==> src/design/stbs_pkg.sv <==
// Package for the sorted-table binary search unit: transaction structs,
// controller/datapath command and status structs, codes and field widths.
// No dependencies.
package stbs_pkg;

    localparam int CNT_W      = 9;
    localparam int IDX_W      = 8;
    localparam int FIELD_KW   = 32;
    localparam int CFG_DATA_W = 32;
    localparam int CFG_ADDR_W = 3;

    localparam logic CMD_LOAD   = 1'b0;
    localparam logic CMD_SEARCH = 1'b1;

    localparam logic REG_TABLE_COUNT = 1'b0;
    localparam logic REG_FIRST_MATCH = 1'b1;

    typedef struct packed {
        logic                cmd;
        logic [IDX_W-1:0]    entry_index;
        logic [FIELD_KW-1:0] entry_value;
        logic [FIELD_KW-1:0] search_key;
    } in_item_t;

    typedef struct packed {
        logic             found;
        logic [IDX_W-1:0] match_index;
    } out_item_t;

    typedef struct packed {
        logic start;
        logic step;
        logic load_out;
    } ctrl_cmd_t;

    typedef struct packed {
        logic range_empty;
        logic key_eq;
    } dp_status_t;

endpackage

==> src/design/stbs_ctrl.sv <==
// Search controller: state machine sequencing probe and compare cycles and
// owning the result valid flag. Depends on stbs_pkg.
module stbs_ctrl (
    input  logic                 clk,
    input  logic                 rst_n,
    input  logic                 in_valid,
    input  logic                 in_cmd,
    output logic                 in_stall,
    input  logic                 first_match_mode,
    input  stbs_pkg::dp_status_t status,
    output stbs_pkg::ctrl_cmd_t  cmd,
    output logic                 out_valid,
    input  logic                 out_stall
);
    import stbs_pkg::*;

    typedef enum logic [1:0] {
        S_IDLE,
        S_PROBE,
        S_COMPARE,
        S_FINISH
    } state_t;

    state_t state_reg, state_next;
    logic   out_valid_reg, out_valid_next;

    always_comb
    begin
        cmd.start    = (state_reg == S_IDLE) && in_valid && (in_cmd == CMD_SEARCH);
        cmd.step     = (state_reg == S_COMPARE);
        cmd.load_out = (state_reg == S_FINISH) && (!out_valid_reg || !out_stall);

        state_next = state_reg;
        case (state_reg)
            S_IDLE:
            begin
                if (cmd.start)
                begin
                    state_next = S_PROBE;
                end
            end
            S_PROBE:
            begin
                state_next = status.range_empty ? S_FINISH : S_COMPARE;
            end
            S_COMPARE:
            begin
                if (status.key_eq && !first_match_mode)
                begin
                    state_next = S_FINISH;
                end
                else
                begin
                    state_next = S_PROBE;
                end
            end
            S_FINISH:
            begin
                if (cmd.load_out)
                begin
                    state_next = S_IDLE;
                end
            end
            default:
            begin
                state_next = S_IDLE;
            end
        endcase

        out_valid_next = cmd.load_out || (out_valid_reg && out_stall);
    end

    always_ff @(posedge clk or negedge rst_n)
    begin
        if (!rst_n)
        begin
            state_reg     <= S_IDLE;
            out_valid_reg <= 1'b0;
        end
        else
        begin
            state_reg     <= state_next;
            out_valid_reg <= out_valid_next;
        end
    end

    assign in_stall  = (state_reg != S_IDLE);
    assign out_valid = out_valid_reg;

    a_load_when_free: assert property (@(posedge clk) disable iff (!rst_n)
        cmd.load_out |-> (!out_valid_reg || !out_stall))
        else $error("result register overwritten while held");

    a_start_probes: assert property (@(posedge clk) disable iff (!rst_n)
        cmd.start |=> state_reg == S_PROBE)
        else $error("search start did not enter probe");

    a_load_raises_valid: assert property (@(posedge clk) disable iff (!rst_n)
        cmd.load_out |=> out_valid_reg && state_reg == S_IDLE)
        else $error("result load did not present a result");

endmodule

==> config.mk <==
export PLATFORM = sky130hd
export DESIGN_NAME = stbs_ctrl
export DESIGN_NICKNAME = d
export VERILOG_FILES = /design/src/design/stbs_pkg.sv /design/src/design/stbs_ctrl.sv
export SDC_FILE = /design/constraint.sdc
export NUM_CORES = 1
export LEC_CHECK = 0
export ABC_AREA = 1
export BUFFER_PORTS_ARGS = -buffer_cell sky130_fd_sc_hd__buf_2
export CAP_MARGIN = 20
export CORE_AREA = 5 5 42 44
export CTS_CLUSTER_DIAMETER = 80
export CTS_CLUSTER_SIZE = 28
export DETAILED_ROUTE_END_ITERATION = 16
export DIE_AREA = 0 0 47 49
export HOLD_SLACK_MARGIN = 0.12
export MAX_ROUTING_LAYER = met4
export SETUP_SLACK_MARGIN = 0.1
export SLEW_MARGIN = 20
export SYNTH_ARGS = -nofsm -noshare
export SYNTH_HDL_FRONTEND = slang
export SYNTH_SLANG_ARGS = --single-unit
==> constraint.sdc <==
create_clock -name clk -period 1.29 [get_ports clk]
set_clock_uncertainty 0.1 [all_clocks]
set_input_delay 0 -clock clk [delete_from_list [all_inputs] [get_ports clk]]
set_output_delay 0 -clock clk [all_outputs]
set_load 0.005 [all_outputs]
==> metrics.csv, run 1 <==
stage,metric,value,unit
cts,cts_root_buf,clkbuf_4,
worst_setup_path,cp.arrival,1.02,ns
timing,fin_crit,1.12,ns
floorplanning,die_w,47,um
cts,cts_made_buffers,3,
timing,fin_crit_sh,87.1,%
global_routing,antenna_found_initial,0,
worst_setup_path,critPathKind,flop to output port,
detailed_routing,wl_per_cell,7.85,um
worst_setup_path,cp_max_fo,5,
worst_setup_path,worst-path-buf-inv,2,
cells_and_area,area_delta_synth_final,124,%
cells_and_area,fin_nets,58,
detailed_routing,routed_wirelength,510,um
cells_and_area,diodes,0,
cts,cts_tree,done,
worst_setup_path,cpMaxStageDelayCell,dfrtp_2,
worst_setup_path,cpPeakStageDelay,0.42,ns
cts,clk_latency,0.23,ns
detailed_routing,num_vias,218,
global_routing,overflow,0,
timing,hold_viol,0,
yosys,syn_area_per_cell,6.78,um^2
cts,clock_sinks,3,
worst_setup_path,crit_start,state_reg[0]$_DFFE_PN0P_,
yosys,yosysSeqAreaShare,46.2,%
placement,dp_cells,52,
global_routing,grt_max_degree,7,
yosys,synth_compound_area_share,3.08,%
cts,clock_path_buffers,2,
placement,routabilityCongestion,0.712,
power_and_ir_drop,ir_drop,0.000485,V
yosys,synthCells,24,
worst_hold_path,hold_path_class,flop to flop,
job,max-cap-violations,0,
yosys,ys_ff_latch,3,
global_routing,grt_usage,5.06,%
status,status,completed,
floorplanning,initial_core_util,11.6,%
worst_setup_path,r2r-start,state_reg[0]$_DFFE_PN0P_,
cells_and_area,design_area,364,um^2
worst_setup_path,rr_worst_depth,4,
timing,setup_viol_count_final,0,
timing,slew-limit-headroom,89.9,%
cts,htreeDepth,1,
detailed_routing,final_antenna_net_count,0,
detailed_routing,drc_errors,0,
cells_and_area,largest_register_ff_count,2,
floorplanning,die_h,49,um
worst_setup_path,r2r_slack,0.31,ns
placement,dp_hpwl,355,um
floorplanning,coreArea,1400,um^2
power_and_ir_drop,p_leak,0.197,nW
worst_setup_path,cp-endpoint,cmd[1],
yosys,yosys.area_share.adder,0,%
placement,place_area,243,um^2
cells_and_area,final_util,26.0,%
worst_setup_path,critPathCaptureType,output port,
detailed_routing,firstDrtPassIters,1,
yosys,synth_area,163,um^2
placement,pre_cts_ws,0.329,ns
yosys,yosys_warnings,0,
yosys,post_synth_mux_area_share,0,%
yosys,synth-xor-area-share,0,%
yosys,synth_top_family_by_area,simple AND/OR/NAND/NOR gates,
timing,tns,0,ns
yosys,synth_nets,32,
worst_setup_path,worstReg2RegEnd,state_reg[1]$_DFFE_PN0P_,
detailed_routing,vias_per_cell,3.35,
worst_setup_path,start_kind,flop,
cells_and_area,drive_gt1_share,42.9,%
timing,fmax,890,MHz
global_routing,grt_pass1_vias,218,
cells_and_area,fin_cells,65,
placement,place.port_buffers,12,
floorplanning,dieArea,2300,um^2
yosys,synth_simple_gate_area_share,41.5,%
worst_setup_path,crit_required,1.19,ns
detailed_routing,drtIter0Drc,0,
timing,grt_setup_unrepaired,yes,
worst_setup_path,crit_path_cell_trace,buf_4 > nor2_2 > buf_2,
floorplanning,ioPinCount,13,
global_routing,grt_pass1_wl,745,um
worst_setup_path,crit_family,flip-flops,
power_and_ir_drop,power.density,1730,nW/um^2
timing,setup_ws,0.166,ns
timing,report.final.slew_viol_count,0,
floorplanning,core.rowCount,14,
yosys,ys_types,9,
timing,tightestPinTransition,0.151,ns
worst_setup_path,path_depth,3,
cts,clkTransAtPathRegs,0.03,ns
## repair_timing
action,CTS,global route
hold buffers,8,0
hold endpoints to repair,6,0
buffers inserted,0,1
resized for setup,0,3
endpoints found under the setup margin,0,3
## placed cells by master (no fill, tap or decap)
cell type and count:
nor2_1 2, inv_1 3, nor2_2 2, inv_2 1, buf_2 12, a21oi_2 1, dfrtp_1 2, clkbuf_4 3
nand3_1 2, nand4_1 1, buf_4 1, clkbuf_1 1, dlygate4sd3_1 8, dfrtp_2 1, nand2_1 9
## tightest hold or removal path, cell delays in order (launching register included)
cell and delay [ns]:
dfrtp_1 0.38, nand2_1 0.07, nand2_1 0.05
## layout make-up
cell class,count,area [um^2]
well taps,16,20.0
fillers,155,1040
multi-input cells,17,78.8
repair buffers,21,148
inverters,4,15.0
clock buffers,4,26.3
flip-flops and latches,3,76.3
## logic make-up (layout without fill, tap and decap cells)
group | Yosys count | in the layout
and+or+nand+nor | 16 | 16
buffers and inverters | 4 | 29
DFF | 3 | 3
AOI/OAI and AO/OA | 1 | 1
## how the worst min path moves through the flow
stage / from / endpoint / depth (start not counted)
6_report: out_valid$_DFF_PN0_ / out_valid$_DFF_PN0_ / 2
5_1_grt: out_stall / out_valid$_DFF_PN0_ / 4
4_1_cts: out_valid$_DFF_PN0_ / out_valid$_DFF_PN0_ / 2
3_5_place_dp: rst_n / out_valid$_DFF_PN0_ / 1
3_3_place_gp: rst_n / out_valid$_DFF_PN0_ / 1
2_1_floorplan: rst_n / out_valid$_DFF_PN0_ / 0
## power by group
part	switching, W	internal, W
registers	0.0000546	0.000144
clock network	0.0000436	0.000116
logic	0.000129	0.000141
## through the flow
step,hold slack [ns],power [W]
after detailed placement,-0.300,0.000415
after global routing,0.495,0.000700
after floorplan,-0.396,0.000316
final,0.439,0.000628
after global placement,-0.300,0.000410
after CTS,0.429,0.000604
## metal layers
metal  wire (um)  track usage, %  vias up
met5           0               -        -
li1            -               -      122
met2         275            8.14        7
met1         182            3.52       89
met4           0            4.15        0
met3          53            3.32        0
## cells in the mapped netlist, drive strengths merged
| library cell | n | area share, % |
|---|---|---|
| nor2 | 4 | 11 |
| nand3 | 2 | 6.2 |
| nand2 | 9 | 21 |
| a21oi | 1 | 3.1 |
| nand4 | 1 | 3.8 |
| dfrtp | 3 | 46 |
| inv | 4 | 9.2 |
No activity file was read; power rests on OpenSTA's default activity.
==> run 2, diff against run 1 <==
- CTS_CLUSTER_DIAMETER: 80 -> 50
- clock period: 1.29 -> 1.2 ns (I/O delays scaled with it)
==> run 2 against run 1 <==
First-iteration DRC count rose by 2. Sequential power up 22%. Critical path type unchanged. Wire length grew 0.59%. Largest cell class unchanged. Worst setup slack worse by 0.078 ns. Global-route usage is 0.14 points lower.
==> metrics.csv, run 2 (synthesis gave the netlist of run 1 again) <==
stage,metric,value,unit,change
status,status,completed,,
worst_setup_path,crit_start,state_reg[1]$_DFFE_PN0P_,,
job,max-cap-violations,0,,unchanged
timing,setup_viol_count_final,0,,unchanged
power_and_ir_drop,ir_drop,0.000415,V,-14%
timing,hold_viol,0,,unchanged
worst_setup_path,cp_max_fo,4,,-1
cells_and_area,num-fill-cells,163,,+5.2%
timing,fin_crit,1.11,ns,
detailed_routing,wl_per_cell,8.02,um,+2.2%
placement,pre_cts_ws,0.232,ns,-0.0973 ns
power_and_ir_drop,power.density,1900,nW/um^2,+10%
cells_and_area,largest_register_ff_count,2,,unchanged
timing,tightestPinTransition,0.150,ns,-0.00147 ns
worst_setup_path,cpPeakStageDelay,0.44,ns,+0.02 ns
timing,grt_setup_unrepaired,yes,,
global_routing,overflow,0,,unchanged
global_routing,grt_pass1_vias,207,,-5.0%
timing,fin_crit_sh,92.7,%,
worst_setup_path,worst-path-buf-inv,2,,unchanged
cts,clock_path_buffers,2,,unchanged
worst_setup_path,start_kind,flop,,
worst_hold_path,hold_path_class,flop to flop,,
detailed_routing,drc_errors,0,,unchanged
worst_setup_path,crit_required,1.10,ns,-0.09 ns
cells_and_area,design_area,365,um^2,+0.34%
detailed_routing,routed_wirelength,513,um,+0.59%
worst_setup_path,worstReg2RegEnd,state_reg[0]$_DFFE_PN0P_,,
detailed_routing,final_antenna_net_count,0,,unchanged
cts,clkTransAtPathRegs,0.04,ns,about the same
cells_and_area,diodes,0,,unchanged
floorplanning,die_w,47,um,unchanged
placement,routabilityCongestion,0.700,,-1.6%
timing,fmax,899,MHz,
floorplanning,dieArea,2300,um^2,unchanged
worst_setup_path,critPathCaptureType,output port,,
floorplanning,coreArea,1400,um^2,unchanged
detailed_routing,vias_per_cell,3.53,,+5.3%
cts,cts_root_buf,clkbuf_4,,
detailed_routing,firstDrtPassIters,2,,+1
cells_and_area,final_common_cell,buf_2,,
timing,report.final.slew_viol_count,0,,unchanged
worst_setup_path,crit_family,flip-flops,,
floorplanning,initial_core_util,11.6,%,unchanged
floorplanning,die_h,49,um,unchanged
placement,place.port_buffers,12,,unchanged
cells_and_area,area_delta_synth_final,125,%,
placement,dp_hpwl,377,um,+6.1%
worst_setup_path,crit_path_cell_trace,nor2_4 > inv_2 > nor2_1 > buf_2,,
cts,cts_made_buffers,3,,unchanged
floorplanning,ioPinCount,13,,unchanged
timing,slew-limit-headroom,90.0,%,about the same
worst_setup_path,path_depth,4,,+1
cts,cts_tree,done,,
worst_setup_path,critPathKind,flop to output port,,
placement,place_area,243,um^2,unchanged
floorplanning,core.rowCount,14,,unchanged
detailed_routing,drtIter0Drc,2,,+2
worst_setup_path,r2r_slack,0.25,ns,-0.06 ns
detailed_routing,num_vias,226,,+3.7%
global_routing,grt_max_degree,7,,unchanged
power_and_ir_drop,p_leak,0.192,nW,-2.5%
global_routing,antenna_found_initial,0,,unchanged
worst_setup_path,rr_worst_depth,4,,unchanged
worst_setup_path,cpMaxStageDelayCell,dfrtp_2,,
cells_and_area,final_cell_mix,"buf_2 (12), nand2_1 (8), dlygate4sd3_1 (8)",,
worst_setup_path,cp.arrival,1.01,ns,about the same
cts,clock_sinks,3,,unchanged
worst_setup_path,r2r-start,state_reg[1]$_DFFE_PN0P_,,
worst_setup_path,cp-endpoint,cmd[2],,
cts,clk_latency,0.23,ns,about the same
cells_and_area,fin_nets,57,,-1.7%
global_routing,grt_pass1_wl,731,um,-1.9%
timing,tns,0,ns,unchanged
timing,setup_ws,0.0882,ns,-0.0780 ns
global_routing,grt_usage,4.92,%,-0.14 points
cells_and_area,drive_gt1_share,47.9,%,+5.1 points
cts,htreeDepth,1,,unchanged
-- run 2: cell types whose count changed in the layout (fill, tap and decap cells not counted) --
cell | before | now
buf_4 | 1 | 0
dfrtp_1 | 2 | 1
dfrtp_2 | 1 | 2
inv_1 | 3 | 2
inv_2 | 1 | 2
nand2_1 | 9 | 8
nand2_2 | 0 | 1
nor2_2 | 2 | 1
nor2_4 | 0 | 1
-- run 2: worst min path at each step --
stage / start / end / cells after the start
detailed placement: rst_n / out_valid$_DFF_PN0_ / 1
global route: out_stall / out_valid$_DFF_PN0_ / 4
finish: out_valid$_DFF_PN0_ / out_valid$_DFF_PN0_ / 2
CTS: out_valid$_DFF_PN0_ / out_valid$_DFF_PN0_ / 2
floorplan: rst_n / out_valid$_DFF_PN0_ / 0
global placement: rst_n / out_valid$_DFF_PN0_ / 1
-- run 2: power breakdown --
| part | switching [W] | leakage [nW] | internal (W) |
|---|---|---|---|
| Sequential | 0.0000836 | 0.0346 | 0.000158 |
| Combinational | 0.000136 | 0.143 | 0.000142 |
| Clock | 0.0000503 | 0.0150 | 0.000124 |
| Total | 0.000270 | 0.192 | 0.000424 |
-- run 2: metrics by stage --
step	instances	total power (W)	hold slack [ns]	util, %
2_1_floorplan	24	0.000340	-0.396	-
3_3_place_gp	52	0.000441	-0.303	17.3
3_5_place_dp	52	0.000450	-0.302	17.3
4_1_cts	64	0.000675	0.424	25.4
5_1_grt	64	0.000771	0.516	26.1
6_report	64	0.000694	0.445	26.1
-- run 2: area by class of cell --
cell class              instances  area [um^2]  share of cell area (%)
well taps                      16         20.0                    5.48
multi-input cells              17         86.3                    23.6
repair buffers                 20          140                    38.4
clock buffers                   4         26.3                    7.19
flip-flops and latches          3         77.6                    21.2
inverters                       4         15.0                    4.11
-- run 2: tightest hold or removal path, cell delays in order, from the launching register on --
cell and delay, ns:
dfrtp_1 0.38, nand2_1 0.07, nand2_1 0.06
-- run 2: routing by layer --
layer | wire length, um | global-route usage, % | vias to the layer above
met5 | 0 | - | -
met4 | 0 | 4.15 | 0
met3 | 53 | 2.21 | 0
met2 | 291 | 7.92 | 7
met1 | 168 | 3.98 | 98
li1 | - | - | 121
-- run 2: timing repair --
item	in CTS	in global routing
gates resized for setup	3	4
endpoints found under the hold margin	6	0
buffers inserted	0	0
hold buffers	8	0
endpoints found under the setup margin	2	3
